### src/hdl/biquad_iir_section_unit_defines.svh
// ---------------------------------------------------------------------------
// biquad_iir_section_unit_defines
// assertion macros shared by the biquad section rtl
// ---------------------------------------------------------------------------
`ifndef BIQUAD_IIR_SECTION_UNIT_DEFINES_SVH
`define BIQUAD_IIR_SECTION_UNIT_DEFINES_SVH

`ifndef NO_ASSERTIONS

// same-cycle implication
`define BIQ_ASSERT_SAME(lbl, clk, rst_n, ante, cons) \
    lbl: assert property (@(posedge clk) disable iff (!rst_n) (ante) |-> (cons)) \
        else $error("biquad assertion failed");

// next-cycle implication
`define BIQ_ASSERT_NEXT(lbl, clk, rst_n, ante, cons) \
    lbl: assert property (@(posedge clk) disable iff (!rst_n) (ante) |=> (cons)) \
        else $error("biquad assertion failed");

`else

`define BIQ_ASSERT_SAME(lbl, clk, rst_n, ante, cons)

`define BIQ_ASSERT_NEXT(lbl, clk, rst_n, ante, cons)

`endif

`endif

### src/hdl/biq_pkg.sv
// ---------------------------------------------------------------------------
// biq_pkg
// types, register codes and microcode format of the biquad section
// ---------------------------------------------------------------------------
package biq_pkg;

    localparam int COEF_BITS    = 18;
    localparam int CFG_IDX_BITS = 3;
    localparam int UPC_BITS     = 4;

    // configuration register indexes
    localparam logic [CFG_IDX_BITS-1:0] REG_COEF_B0        = 3'd0;
    localparam logic [CFG_IDX_BITS-1:0] REG_COEF_B1        = 3'd1;
    localparam logic [CFG_IDX_BITS-1:0] REG_COEF_B2        = 3'd2;
    localparam logic [CFG_IDX_BITS-1:0] REG_COEF_A1        = 3'd3;
    localparam logic [CFG_IDX_BITS-1:0] REG_COEF_A2        = 3'd4;
    localparam logic [CFG_IDX_BITS-1:0] REG_STRUCTURE_MODE = 3'd5;

    // reset values
    localparam logic signed [COEF_BITS-1:0] COEF_B0_RESET = 18'sd16384;
    localparam logic signed [COEF_BITS-1:0] COEF_ZERO     = '0;

    // structure mode codes
    localparam logic MODE_DF2 = 1'b0;
    localparam logic MODE_DF1 = 1'b1;

    // microcode entry points
    localparam logic [UPC_BITS-1:0] DISPATCH_ADDR = 4'd0;
    localparam logic [UPC_BITS-1:0] DF1_ENTRY     = 4'd8;

    typedef enum logic [2:0] {
        ACC_HOLD,
        ACC_LOAD_X,
        ACC_LOAD_P,
        ACC_ADD_P,
        ACC_SUB_P
    } t_acc_op;

    typedef enum logic [2:0] {
        CS_B0,
        CS_B1,
        CS_B2,
        CS_A1,
        CS_A2
    } t_coef_sel;

    typedef enum logic [2:0] {
        DS_X,
        DS_W,
        DS_D1,
        DS_D2,
        DS_X1,
        DS_X2
    } t_data_sel;

    typedef enum logic [1:0] {
        WB_NONE,
        WB_DF2,
        WB_DF1
    } t_wb_op;

    typedef enum logic [1:0] {
        SEQ_NEXT,
        SEQ_BR_DF1,
        SEQ_END
    } t_seq_op;

    // one control word; acc_op acts on the product formed by the previous word
    typedef struct packed {
        t_acc_op              acc_op;
        t_coef_sel            coef_sel;
        t_data_sel            data_sel;
        logic                 save_w;
        t_wb_op               wb_op;
        t_seq_op              seq_op;
        logic [UPC_BITS-1:0]  target;
    } t_ucode;

    typedef struct packed {
        logic signed [COEF_BITS-1:0] b0;
        logic signed [COEF_BITS-1:0] b1;
        logic signed [COEF_BITS-1:0] b2;
        logic signed [COEF_BITS-1:0] a1;
        logic signed [COEF_BITS-1:0] a2;
    } t_coefs;

endpackage

### src/hdl/biq_if.sv
// ---------------------------------------------------------------------------
// biq_if
// valid/ready channels of the biquad section: samples in, samples out, config
// ---------------------------------------------------------------------------
interface biq_in_if #(
    parameter int SAMPLE_BITS = 16
);
    logic                          valid;
    logic                          ready;
    logic signed [SAMPLE_BITS-1:0] sample_in;

    modport source (output valid, output sample_in, input ready);
    modport sink   (input valid, input sample_in, output ready);
endinterface

interface biq_out_if #(
    parameter int SAMPLE_BITS = 16
);
    logic                          valid;
    logic                          ready;
    logic signed [SAMPLE_BITS-1:0] sample_out;

    modport source (output valid, output sample_out, input ready);
    modport sink   (input valid, input sample_out, output ready);
endinterface

interface biq_cfg_if;
    logic                                 valid;
    logic                                 ready;
    logic [biq_pkg::CFG_IDX_BITS-1:0]     index;
    logic [biq_pkg::COEF_BITS-1:0]        data;

    modport source (output valid, output index, output data, input ready);
    modport sink   (input valid, input index, input data, output ready);
endinterface

### src/hdl/biquad_iir_section_unit.sv
// ---------------------------------------------------------------------------
// biquad_iir_section_unit: second-order iir section, direct form i or ii
// flow: each item runs an 8-word microcode program that passes five products
//   through one shared multiplier; the next item is accepted only as the last
//   one retires, and the last word stalls while the output register is full
// reset: synchronous active low; coefficients return to pass-through, delays
//   are loaded from the first sample after reset or a listed config write
// ---------------------------------------------------------------------------
`include "biquad_iir_section_unit_defines.svh"

module biquad_iir_section_unit #(
    parameter int SAMPLE_BITS    = 16,
    parameter int COEF_FRAC_BITS = 14,
    parameter int STATE_BITS     = 24
) (
    input  logic        i_clk,
    input  logic        i_rst_n,
    biq_in_if.sink      i_smp,
    biq_out_if.source   o_smp,
    biq_cfg_if.sink     i_cfg
);

    // sequencer state
    logic                          r_busy;
    logic [biq_pkg::UPC_BITS-1:0]  r_pc;
    logic [biq_pkg::UPC_BITS-1:0]  n_pc;
    logic                          r_primed;

    // configuration
    biq_pkg::t_coefs               r_coefs;
    logic                          r_mode;

    // output register
    logic                          r_out_valid;
    logic signed [SAMPLE_BITS-1:0] r_out_sample;

    biq_pkg::t_ucode               ctl;
    logic                          in_acc;
    logic                          cfg_acc;
    logic                          cfg_listed;
    logic                          out_acc;
    logic                          at_end;
    logic                          finish_go;
    logic                          step;
    logic signed [SAMPLE_BITS-1:0] dp_sample;

    // control store lookup on the current step
    biq_ucode_rom u_rom (
        .i_addr (r_pc),
        .o_word (ctl)
    );

    biq_datapath #(
        .SAMPLE_BITS    (SAMPLE_BITS),
        .COEF_FRAC_BITS (COEF_FRAC_BITS),
        .STATE_BITS     (STATE_BITS)
    ) u_dp (
        .i_clk        (i_clk),
        .i_step       (step),
        .i_load       (in_acc),
        .i_prime      (in_acc && !r_primed),
        .i_sample     (i_smp.sample_in),
        .i_coefs      (r_coefs),
        .i_ctl        (ctl),
        .o_sample_out (dp_sample)
    );

    // the last word waits while the previous result has not been taken
    assign at_end    = (ctl.seq_op == biq_pkg::SEQ_END);
    assign out_acc   = r_out_valid && o_smp.ready;
    assign finish_go = r_busy && at_end && (!r_out_valid || o_smp.ready);
    assign step      = r_busy && (!at_end || finish_go);

    // a new item enters in the cycle the current one retires
    assign i_smp.ready = !r_busy || finish_go;
    assign in_acc      = i_smp.valid && i_smp.ready;

    assign i_cfg.ready = 1'b1;
    assign cfg_acc     = i_cfg.valid;
    assign cfg_listed  = (i_cfg.index <= biq_pkg::REG_STRUCTURE_MODE);

    assign o_smp.valid      = r_out_valid;
    assign o_smp.sample_out = r_out_sample;

    // next step: sequential, mode branch, hold at the last word, or restart on a new item
    always_comb begin
        n_pc = r_pc;
        if (in_acc) begin
            n_pc = biq_pkg::DISPATCH_ADDR;
        end else if (step) begin
            unique case (ctl.seq_op)
                biq_pkg::SEQ_NEXT:   n_pc = r_pc + biq_pkg::UPC_BITS'(1);
                biq_pkg::SEQ_BR_DF1: n_pc = (r_mode == biq_pkg::MODE_DF1)
                                            ? ctl.target
                                            : r_pc + biq_pkg::UPC_BITS'(1);
                biq_pkg::SEQ_END:    n_pc = r_pc;
                default:             n_pc = r_pc;
            endcase
        end
    end

    always_ff @(posedge i_clk) begin
        if (!i_rst_n) begin
            r_busy <= 1'b0;
            r_pc   <= biq_pkg::DISPATCH_ADDR;
        end else begin
            r_pc <= n_pc;
            if (in_acc) begin
                r_busy <= 1'b1;
            end else if (finish_go) begin
                r_busy <= 1'b0;
            end
        end
    end

    // priming flag: a listed config write wins over an accept
    always_ff @(posedge i_clk) begin
        if (!i_rst_n) begin
            r_primed <= 1'b0;
        end else if (cfg_acc && cfg_listed) begin
            r_primed <= 1'b0;
        end else if (in_acc) begin
            r_primed <= 1'b1;
        end
    end

    // configuration registers
    always_ff @(posedge i_clk) begin
        if (!i_rst_n) begin
            r_coefs.b0 <= biq_pkg::COEF_B0_RESET;
            r_coefs.b1 <= biq_pkg::COEF_ZERO;
            r_coefs.b2 <= biq_pkg::COEF_ZERO;
            r_coefs.a1 <= biq_pkg::COEF_ZERO;
            r_coefs.a2 <= biq_pkg::COEF_ZERO;
            r_mode     <= biq_pkg::MODE_DF2;
        end else if (cfg_acc) begin
            case (i_cfg.index)
                biq_pkg::REG_COEF_B0:        r_coefs.b0 <= i_cfg.data;
                biq_pkg::REG_COEF_B1:        r_coefs.b1 <= i_cfg.data;
                biq_pkg::REG_COEF_B2:        r_coefs.b2 <= i_cfg.data;
                biq_pkg::REG_COEF_A1:        r_coefs.a1 <= i_cfg.data;
                biq_pkg::REG_COEF_A2:        r_coefs.a2 <= i_cfg.data;
                biq_pkg::REG_STRUCTURE_MODE: r_mode     <= i_cfg.data[0];
                default: ;
            endcase
        end
    end

    // output register; the downstream ready still gates the sequencer's last word
    always_ff @(posedge i_clk) begin
        if (!i_rst_n) begin
            r_out_valid <= 1'b0;
        end else if (finish_go) begin
            r_out_valid <= 1'b1;
        end else if (out_acc) begin
            r_out_valid <= 1'b0;
        end
    end

    always_ff @(posedge i_clk) begin
        if (finish_go) begin
            r_out_sample <= dp_sample;
        end
    end

    // an accepted item always starts at the dispatch word
    `BIQ_ASSERT_NEXT(a_accept_starts, i_clk, i_rst_n, in_acc, r_busy && (r_pc == biq_pkg::DISPATCH_ADDR))
    // direct form i branches to its own program
    `BIQ_ASSERT_NEXT(a_df1_branch, i_clk, i_rst_n, r_busy && (r_pc == biq_pkg::DISPATCH_ADDR) && (r_mode == biq_pkg::MODE_DF1), r_pc == biq_pkg::DF1_ENTRY)
    // a blocked last step holds its place
    `BIQ_ASSERT_NEXT(a_stall_holds, i_clk, i_rst_n, r_busy && at_end && !finish_go, $stable(r_pc) && r_busy)
    // a listed config write forces reloading of the delays
    `BIQ_ASSERT_NEXT(a_cfg_unprimes, i_clk, i_rst_n, cfg_acc && cfg_listed, !r_primed)

endmodule

### src/hdl/biq_ucode_rom.sv
// ---------------------------------------------------------------------------
// biq_ucode_rom
// control store: one word per step of the df2 and df1 programs
// ---------------------------------------------------------------------------
module biq_ucode_rom (
    input  logic [biq_pkg::UPC_BITS-1:0] i_addr,
    output biq_pkg::t_ucode              o_word
);

    function automatic biq_pkg::t_ucode uw(
        biq_pkg::t_acc_op              acc_op,
        biq_pkg::t_coef_sel            coef_sel,
        biq_pkg::t_data_sel            data_sel,
        logic                          save_w,
        biq_pkg::t_wb_op               wb_op,
        biq_pkg::t_seq_op              seq_op,
        logic [biq_pkg::UPC_BITS-1:0]  target
    );
        biq_pkg::t_ucode w;
        w.acc_op   = acc_op;
        w.coef_sel = coef_sel;
        w.data_sel = data_sel;
        w.save_w   = save_w;
        w.wb_op    = wb_op;
        w.seq_op   = seq_op;
        w.target   = target;
        return w;
    endfunction

    always_comb begin
        unique case (i_addr)
            // dispatch on structure mode
            4'd0: o_word = uw(biq_pkg::ACC_HOLD, biq_pkg::CS_B0, biq_pkg::DS_X, 1'b0,
                              biq_pkg::WB_NONE, biq_pkg::SEQ_BR_DF1, biq_pkg::DF1_ENTRY);
            // direct form II: w = (x<<f - a1*w1 - a2*w2) >> f
            4'd1: o_word = uw(biq_pkg::ACC_LOAD_X, biq_pkg::CS_A1, biq_pkg::DS_D1, 1'b0,
                              biq_pkg::WB_NONE, biq_pkg::SEQ_NEXT, '0);
            4'd2: o_word = uw(biq_pkg::ACC_SUB_P, biq_pkg::CS_A2, biq_pkg::DS_D2, 1'b0,
                              biq_pkg::WB_NONE, biq_pkg::SEQ_NEXT, '0);
            4'd3: o_word = uw(biq_pkg::ACC_SUB_P, biq_pkg::CS_B1, biq_pkg::DS_D1, 1'b0,
                              biq_pkg::WB_NONE, biq_pkg::SEQ_NEXT, '0);
            // capture w, restart sum with b1*w1
            4'd4: o_word = uw(biq_pkg::ACC_LOAD_P, biq_pkg::CS_B2, biq_pkg::DS_D2, 1'b1,
                              biq_pkg::WB_NONE, biq_pkg::SEQ_NEXT, '0);
            4'd5: o_word = uw(biq_pkg::ACC_ADD_P, biq_pkg::CS_B0, biq_pkg::DS_W, 1'b0,
                              biq_pkg::WB_NONE, biq_pkg::SEQ_NEXT, '0);
            4'd6: o_word = uw(biq_pkg::ACC_ADD_P, biq_pkg::CS_B0, biq_pkg::DS_X, 1'b0,
                              biq_pkg::WB_NONE, biq_pkg::SEQ_NEXT, '0);
            4'd7: o_word = uw(biq_pkg::ACC_HOLD, biq_pkg::CS_B0, biq_pkg::DS_X, 1'b0,
                              biq_pkg::WB_DF2, biq_pkg::SEQ_END, '0);
            // direct form I: b0*x + b1*x1 + b2*x2 - a1*y1 - a2*y2
            4'd8: o_word = uw(biq_pkg::ACC_HOLD, biq_pkg::CS_B0, biq_pkg::DS_X, 1'b0,
                              biq_pkg::WB_NONE, biq_pkg::SEQ_NEXT, '0);
            4'd9: o_word = uw(biq_pkg::ACC_LOAD_P, biq_pkg::CS_B1, biq_pkg::DS_X1, 1'b0,
                              biq_pkg::WB_NONE, biq_pkg::SEQ_NEXT, '0);
            4'd10: o_word = uw(biq_pkg::ACC_ADD_P, biq_pkg::CS_B2, biq_pkg::DS_X2, 1'b0,
                               biq_pkg::WB_NONE, biq_pkg::SEQ_NEXT, '0);
            4'd11: o_word = uw(biq_pkg::ACC_ADD_P, biq_pkg::CS_A1, biq_pkg::DS_D1, 1'b0,
                               biq_pkg::WB_NONE, biq_pkg::SEQ_NEXT, '0);
            4'd12: o_word = uw(biq_pkg::ACC_SUB_P, biq_pkg::CS_A2, biq_pkg::DS_D2, 1'b0,
                               biq_pkg::WB_NONE, biq_pkg::SEQ_NEXT, '0);
            4'd13: o_word = uw(biq_pkg::ACC_SUB_P, biq_pkg::CS_B0, biq_pkg::DS_X, 1'b0,
                               biq_pkg::WB_NONE, biq_pkg::SEQ_NEXT, '0);
            4'd14: o_word = uw(biq_pkg::ACC_HOLD, biq_pkg::CS_B0, biq_pkg::DS_X, 1'b0,
                               biq_pkg::WB_DF1, biq_pkg::SEQ_END, '0);
            default: o_word = uw(biq_pkg::ACC_HOLD, biq_pkg::CS_B0, biq_pkg::DS_X, 1'b0,
                                 biq_pkg::WB_NONE, biq_pkg::SEQ_END, '0);
        endcase
    end

endmodule

### src/hdl/biq_datapath.sv
// ---------------------------------------------------------------------------
// biq_datapath
// shared multiplier, accumulator, scaling/saturation and delay registers
// ---------------------------------------------------------------------------
module biq_datapath #(
    parameter int SAMPLE_BITS    = 16,
    parameter int COEF_FRAC_BITS = 14,
    parameter int STATE_BITS     = 24
) (
    input  logic                          i_clk,
    input  logic                          i_step,
    input  logic                          i_load,
    input  logic                          i_prime,
    input  logic signed [SAMPLE_BITS-1:0] i_sample,
    input  biq_pkg::t_coefs               i_coefs,
    input  biq_pkg::t_ucode               i_ctl,
    output logic signed [SAMPLE_BITS-1:0] o_sample_out
);

    localparam int OPW   = (SAMPLE_BITS > STATE_BITS) ? SAMPLE_BITS : STATE_BITS;
    localparam int PRODW = biq_pkg::COEF_BITS + OPW;
    localparam int XSHW  = SAMPLE_BITS + COEF_FRAC_BITS;
    localparam int BASEW = (PRODW > XSHW) ? PRODW : XSHW;
    localparam int ACCW  = BASEW + 3;

    logic signed [SAMPLE_BITS-1:0]        r_x;
    logic signed [STATE_BITS-1:0]         r_w;
    logic signed [STATE_BITS-1:0]         r_d1;
    logic signed [STATE_BITS-1:0]         r_d2;
    logic signed [SAMPLE_BITS-1:0]        r_x1;
    logic signed [SAMPLE_BITS-1:0]        r_x2;
    logic signed [PRODW-1:0]              r_prod;
    logic signed [ACCW-1:0]               r_acc;

    logic signed [biq_pkg::COEF_BITS-1:0] coef_op;
    logic signed [OPW-1:0]                data_op;
    logic signed [PRODW-1:0]              mul_res;
    logic signed [ACCW-1:0]               n_acc;
    logic signed [ACCW-1:0]               acc_sh;
    logic signed [ACCW-1:0]               prod_ext;
    logic                                 fits_state;
    logic                                 fits_out;
    logic signed [STATE_BITS-1:0]         w_sat;
    logic signed [OPW-1:0]                x_ext;
    logic                                 x_fits_state;
    logic signed [STATE_BITS-1:0]         x_sat;

    // operand selection
    always_comb begin
        unique case (i_ctl.coef_sel)
            biq_pkg::CS_B0: coef_op = i_coefs.b0;
            biq_pkg::CS_B1: coef_op = i_coefs.b1;
            biq_pkg::CS_B2: coef_op = i_coefs.b2;
            biq_pkg::CS_A1: coef_op = i_coefs.a1;
            biq_pkg::CS_A2: coef_op = i_coefs.a2;
            default:        coef_op = i_coefs.b0;
        endcase
    end

    always_comb begin
        unique case (i_ctl.data_sel)
            biq_pkg::DS_X:  data_op = OPW'(r_x);
            biq_pkg::DS_W:  data_op = OPW'(r_w);
            biq_pkg::DS_D1: data_op = OPW'(r_d1);
            biq_pkg::DS_D2: data_op = OPW'(r_d2);
            biq_pkg::DS_X1: data_op = OPW'(r_x1);
            biq_pkg::DS_X2: data_op = OPW'(r_x2);
            default:        data_op = OPW'(r_x);
        endcase
    end

    assign mul_res  = PRODW'(coef_op) * PRODW'(data_op);
    assign prod_ext = ACCW'(r_prod);

    always_comb begin
        unique case (i_ctl.acc_op)
            biq_pkg::ACC_HOLD:   n_acc = r_acc;
            biq_pkg::ACC_LOAD_X: n_acc = ACCW'(r_x) <<< COEF_FRAC_BITS;
            biq_pkg::ACC_LOAD_P: n_acc = prod_ext;
            biq_pkg::ACC_ADD_P:  n_acc = r_acc + prod_ext;
            biq_pkg::ACC_SUB_P:  n_acc = r_acc - prod_ext;
            default:             n_acc = r_acc;
        endcase
    end

    // scale by 2^-f (floor) and saturate
    assign acc_sh     = r_acc >>> COEF_FRAC_BITS;
    assign fits_state = (&acc_sh[ACCW-1:STATE_BITS-1]) | ~(|acc_sh[ACCW-1:STATE_BITS-1]);
    assign fits_out   = (&acc_sh[ACCW-1:SAMPLE_BITS-1]) | ~(|acc_sh[ACCW-1:SAMPLE_BITS-1]);
    assign w_sat      = fits_state ? acc_sh[STATE_BITS-1:0]
                                   : {acc_sh[ACCW-1], {(STATE_BITS-1){~acc_sh[ACCW-1]}}};
    assign o_sample_out = fits_out ? acc_sh[SAMPLE_BITS-1:0]
                                   : {acc_sh[ACCW-1], {(SAMPLE_BITS-1){~acc_sh[ACCW-1]}}};

    // incoming sample clipped to state width for priming
    assign x_ext        = OPW'(i_sample);
    assign x_fits_state = (&x_ext[OPW-1:STATE_BITS-1]) | ~(|x_ext[OPW-1:STATE_BITS-1]);
    assign x_sat        = x_fits_state ? x_ext[STATE_BITS-1:0]
                                       : {x_ext[OPW-1], {(STATE_BITS-1){~x_ext[OPW-1]}}};

    always_ff @(posedge i_clk) begin
        if (i_step) begin
            r_prod <= mul_res;
            r_acc  <= n_acc;
            if (i_ctl.save_w) begin
                r_w <= w_sat;
            end
        end
        if (i_load) begin
            r_x <= i_sample;
        end
        // priming a new item takes over from the write-back of the one retiring
        if (i_prime) begin
            r_d1 <= x_sat;
            r_d2 <= x_sat;
            r_x1 <= i_sample;
            r_x2 <= i_sample;
        end else if (i_step) begin
            unique case (i_ctl.wb_op)
                biq_pkg::WB_DF2: begin
                    r_d2 <= r_d1;
                    r_d1 <= r_w;
                end
                biq_pkg::WB_DF1: begin
                    r_d2 <= r_d1;
                    r_d1 <= w_sat;
                    r_x2 <= r_x1;
                    r_x1 <= r_x;
                end
                default: ;
            endcase
        end
    end

endmodule
### src/flat_wrapper.sv
// flat-port wrapper written by rule: the top's interface ports become plain ports
module biquad_iir_section_unit_flat 
#(
    parameter int SAMPLE_BITS    = 16,
    parameter int COEF_FRAC_BITS = 14,
    parameter int STATE_BITS     = 24
)
  (i_clk, i_rst_n, i_smp_valid, i_smp_sample_in, i_smp_ready, o_smp_valid, o_smp_sample_out, o_smp_ready, i_cfg_valid, i_cfg_index, i_cfg_data, i_cfg_ready);
  biq_in_if #(.SAMPLE_BITS(SAMPLE_BITS)) i_smp_i ();
  biq_out_if #(.SAMPLE_BITS(SAMPLE_BITS)) o_smp_i ();
  biq_cfg_if i_cfg_i ();
  input  logic i_clk;
  input  logic i_rst_n;
  input wire logic [$bits(i_smp_i.valid)-1:0] i_smp_valid;
  input wire logic [$bits(i_smp_i.sample_in)-1:0] i_smp_sample_in;
  output wire logic [$bits(i_smp_i.ready)-1:0] i_smp_ready;
  output wire logic [$bits(o_smp_i.valid)-1:0] o_smp_valid;
  output wire logic [$bits(o_smp_i.sample_out)-1:0] o_smp_sample_out;
  input wire logic [$bits(o_smp_i.ready)-1:0] o_smp_ready;
  input wire logic [$bits(i_cfg_i.valid)-1:0] i_cfg_valid;
  input wire logic [$bits(i_cfg_i.index)-1:0] i_cfg_index;
  input wire logic [$bits(i_cfg_i.data)-1:0] i_cfg_data;
  output wire logic [$bits(i_cfg_i.ready)-1:0] i_cfg_ready;
  assign i_smp_i.valid = i_smp_valid;
  assign i_smp_i.sample_in = i_smp_sample_in;
  assign i_smp_ready = i_smp_i.ready;
  assign o_smp_valid = o_smp_i.valid;
  assign o_smp_sample_out = o_smp_i.sample_out;
  assign o_smp_i.ready = o_smp_ready;
  assign i_cfg_i.valid = i_cfg_valid;
  assign i_cfg_i.index = i_cfg_index;
  assign i_cfg_i.data = i_cfg_data;
  assign i_cfg_ready = i_cfg_i.ready;
  biquad_iir_section_unit #(.SAMPLE_BITS(SAMPLE_BITS), .COEF_FRAC_BITS(COEF_FRAC_BITS), .STATE_BITS(STATE_BITS)) u_core (.i_clk(i_clk), .i_rst_n(i_rst_n), .i_smp(i_smp_i), .o_smp(o_smp_i), .i_cfg(i_cfg_i));
endmodule
### config.mk
export PLATFORM = sky130hd
export DESIGN_NAME = biquad_iir_section_unit_flat
export DESIGN_NICKNAME = d
export VERILOG_FILES = /design/src/hdl/biq_pkg.sv /design/src/hdl/biq_if.sv /design/src/hdl/biquad_iir_section_unit.sv /design/src/hdl/biq_ucode_rom.sv /design/src/hdl/biq_datapath.sv /design/src/flat_wrapper.sv
export VERILOG_INCLUDE_DIRS = /design/src /design/src/hdl
export SDC_FILE = /design/constraint.sdc
export NUM_CORES = 2
export LEC_CHECK = 0
export BUFFER_PORTS_ARGS = -buffer_cell sky130_fd_sc_hd__buf_2
export CORE_AREA = 2 2 239 241
export CTS_BUF_LIST = sky130_fd_sc_hd__clkbuf_4 sky130_fd_sc_hd__clkbuf_8
export CTS_CLUSTER_DIAMETER = 200
export CTS_CLUSTER_SIZE = 8
export DETAILED_ROUTE_END_ITERATION = 10
export DIE_AREA = 0 0 241 243
export PLACE_DENSITY_LB_ADDON = 0.12
export SETUP_SLACK_MARGIN = 0.1
export SLEW_MARGIN = 20
export SYNTH_ARGS = -nofsm -noshare
export SYNTH_HDL_FRONTEND = slang
export SYNTH_SLANG_ARGS = --single-unit
### constraint.sdc
create_clock -name i_clk -period 8.96 [get_ports i_clk]
set_clock_uncertainty 0.2 [all_clocks]
set_input_delay 0 -clock i_clk [delete_from_list [all_inputs] [get_ports i_clk]]
set_output_delay 0 -clock i_clk [all_outputs]
set_load 0.02 [all_outputs]
==> metrics.yaml <==
outcome: "finished clean"
syn-num-nets: 4277
drv_cap: 0
hp-class: "input port to flip-flop"
grt_pass1_vias: 28100
cts_setup_buffers: 0
rsz0062_at_grt: "no"
synth_edf_count: 223
vias: 26800
finalHoldViolCount: 0
syn_inst: 3649
rows: 87
crit_type: "flip-flop to flip-flop"
final.setup.worst_slack_ns: 0.753
syn_avg_cell_area_um2: 9.13
ant_nets: 0
gp_congestion: 0.976
p_int_mw: 3.36
track_usage_pct: 34.4
p_clk_share_pct: 21.4
yosys-top-cells-area: "fa_1 (26%), edfxtp_1 (20%), nand2_1 (7.4%), dfxtp_1 (6.7%), inv_1 (6.2%)"
die_w_um: 241
cts-resized-gates: 0
cts_hold_buf: 90
dpl_cell_area_um2: 34700
sw_frac_of_total_pct: 40.4
h-tree-depth: 2
dr.first_iter.drc_count: 2262
p_switching_mw: 2.28
grt_max_degree: 96
ys_warn_count: 0
synth_cell_type_count: 90
grt_pass1_wl_um: 155000
cts_tree: "done"
fin_crit_ns: 8.21
io_buffers: 59
clockBufferDepth: 3
die_area_um2: 58600
io_pins: 61
final_max_slew_viol_count: 0
clkTransAtPathRegs_ns: 0.06
cp.arrival_ns: 8.41
power_leakage_nw: 16.1
cts_buffers: 48
die_h_um: 243
ys_seq_area_share_pct: 26.8
cp-start-kind: "flip-flop"
p_seq_share_pct: 34.4
gr-total-overflow: 0
synth_ff_type: "edfxtp_1"
core_um2: 56000
power_density_nw_per_um2: 155
synth_area_um2: 33300
setup_viol: 0
post-route-period-util_pct: 91.6
vdd_drop_max_uv: 112
clock_latency_ns: 0.67
nNetsFinal: 4389
routed_wl_um: 97700
pwr-share-comb_pct: 44.2
tightestPinTransition_ns: 1.02
cts_root_buf: "clkbuf_8"
synth_async_sr_flop_share_pct: 0
synth_top_area_share_pct: 25.6
syn_to_final_growth_pct: 9.34
synth_top_cell_by_area: "fa_1"
stdcell_area_um2: 36400
start_util_pct: 59.6
drive_gt1_share_pct: 7.85
required_ns: 9.17
drc: 0
avgViaCountPerCell: 5.91
antenna_found_initial: 2
relSlewSlack_pct: 31.6
endpoint_kind: "flip-flop"
wire_per_inst_um: 21.5
finalSetupTns_ns: 0
cp_max_fo: 15
fmax_mhz: 122
cts_sinks: 335
hpwl_um: 74300
synth-seq-cells: 335
drtPass1Iterations: 5
dp_slack_ns: 0.837
## power by group through the flow
stage,logic [mW],registers [mW],clock network (mW)
global placement,2.36,1.96,0
CTS,2.45,1.93,1.22
global route,2.76,1.94,1.27
finish,2.49,1.94,1.20
floorplan,1.73,1.91,0
detailed placement,2.40,1.96,0
## cells in the mapped netlist, drive strengths merged, types with 14 or more instances
cell,instances
a21boi,93
a21o,61
a21oi,145
a22oi,54
a31oi,14
and2,50
and3,14
buf,15
clkbuf,166
dfxtp,112
edfxtp,223
fa,426
ha,160
inv,550
mux2i,38
nand2,657
nand2b,22
nand3,28
nand4,24
nor2,217
nor2b,38
nor3,42
o21ai,167
o22ai,15
o31ai,17
or2,19
xnor2,80
xor2,45
## cells by family after synthesis
group / share of synthesized area (%)
AND/OR/NAND/NOR: 15.3
buffers and inverters: 8.29
AO/OA/AOI/OAI: 13.3
adder cells (fa/ha/maj): 31.6
flip-flops: 26.8
XOR/XNOR: 3.29
multiplexers: 1.45
other: 0.0113
## state kept, by name, summed over array words and instances, names as in the netlist
name / flops
u_core.r_coefs: 90
u_core.u_dp.r_acc: 45
u_core.u_dp.r_prod: 42
u_core.u_dp.r_d1: 24
u_core.u_dp.r_d2: 24
u_core.u_dp.r_w: 24
u_core.o_smp.sample_out: 16
u_core.u_dp.r_x1: 16
u_core.u_dp.r_x2: 16
u_core.u_dp.r_x: 16
u_core.u_rom.o_word: 14
u_core.r_pc: 4
u_core.o_smp.valid: 1
u_core.r_busy: 1
u_core.r_mode: 1
u_core.r_primed: 1
## area by class of cell
class	instances	area (um2)
antenna	1	2.50
clock buffer	67	803
clock inverter	5	62.6
fill	4691	19500
inverter	550	2060
multi-input combinational	2583	21700
sequential	335	8940
tap	756	946
timing repair buffer	243	1910
## worst paths after layout
path / slack (ns) / cells after the start / start / end
hold / removal: 0.03 / 4 / i_cfg_data[14] / u_core.r_coefs[86]
setup reg to reg: 0.75 / 26 / u_core.u_rom.o_word[13] / u_core.u_dp.r_prod[40]
setup / recovery: 0.75 / 26 / u_core.u_rom.o_word[13] / u_core.u_dp.r_prod[40]
hold reg to reg: 0.26 / 2 / u_core.r_coefs[57] / u_core.r_coefs[57]
## worst max-delay path, cell delays in order, from the launching register on
cell	delay, ns
dfxtp_1	0.35
nor2_1	0.17
and2_1	0.52
buf_4	0.26
a22oi_1	0.09
nand3_1	0.48
buf_4	0.36
nand2_1	0.12
fa_1	0.57
inv_1	0.05
fa_1	0.48
fa_1	0.57
fa_1	0.45
fa_1	0.50
inv_1	0.05
fa_1	0.52
inv_1	0.05
ha_1	0.23
a21o_1	0.19
a21o_1	0.17
a21o_1	0.22
a2111oi_4	0.33
o31ai_2	0.19
a31oi_1	0.36
o2111ai_1	0.18
a21oi_1	0.20
xnor2_1	0.08
## per-layer routing
| metal | global-route usage [%] | share of wire, % | up-vias | wire (um) |
|---|---|---|---|---|
| met5 | 0 | 0.010 | - | 10 |
| met4 | 14.7 | 4.7 | 2 | 4580 |
| met3 | 6.65 | 8.9 | 253 | 8720 |
| met2 | 55.9 | 47 | 1281 | 46000 |
| met1 | 44.9 | 39 | 13200 | 38400 |
| li1 | - | - | 12000 | - |
## per-stage QoR
step	hold slack (ns)	util, %	cells	power, mW
2_1_floorplan	-0.101	-	3649	3.64
3_3_place_gp	-0.00856	61.9	4377	4.32
3_5_place_dp	-0.00705	61.9	4377	4.37
4_1_cts	0.00110	65.1	4539	5.61
5_1_grt	0.0397	65.1	4540	5.97
6_report	0.0307	65.1	4540	5.63
## cells in the final DEF, fill, tap and decap left out, types with 18 or more instances in the layout
| master | synthesis | routed |
|---|---|---|
| clkbuf_8 | 0 | 48 |
| nand4_1 | 23 | 23 |
| a21o_1 | 61 | 61 |
| edfxtp_1 | 223 | 223 |
| or2_2 | 18 | 18 |
| nor2_1 | 217 | 212 |
| o21ai_0 | 151 | 150 |
| a21boi_0 | 93 | 93 |
| xnor2_1 | 80 | 80 |
| fa_1 | 426 | 426 |
| nor2b_1 | 38 | 38 |
| ha_1 | 160 | 160 |
| clkbuf_4 | 0 | 19 |
| nand3_1 | 28 | 28 |
| buf_2 | 4 | 59 |
| mux2i_1 | 38 | 38 |
| nand2b_1 | 22 | 22 |
| xor2_1 | 45 | 45 |
| a22oi_1 | 54 | 54 |
| nand2_1 | 657 | 657 |
| inv_1 | 549 | 548 |
| dfxtp_1 | 112 | 111 |
| dlygate4sd3_1 | 0 | 90 |
| nor3_1 | 40 | 38 |
| and2_1 | 50 | 50 |
| a21oi_1 | 143 | 139 |
| buf_4 | 1 | 93 |
Power figures use the tool's default switching activity.
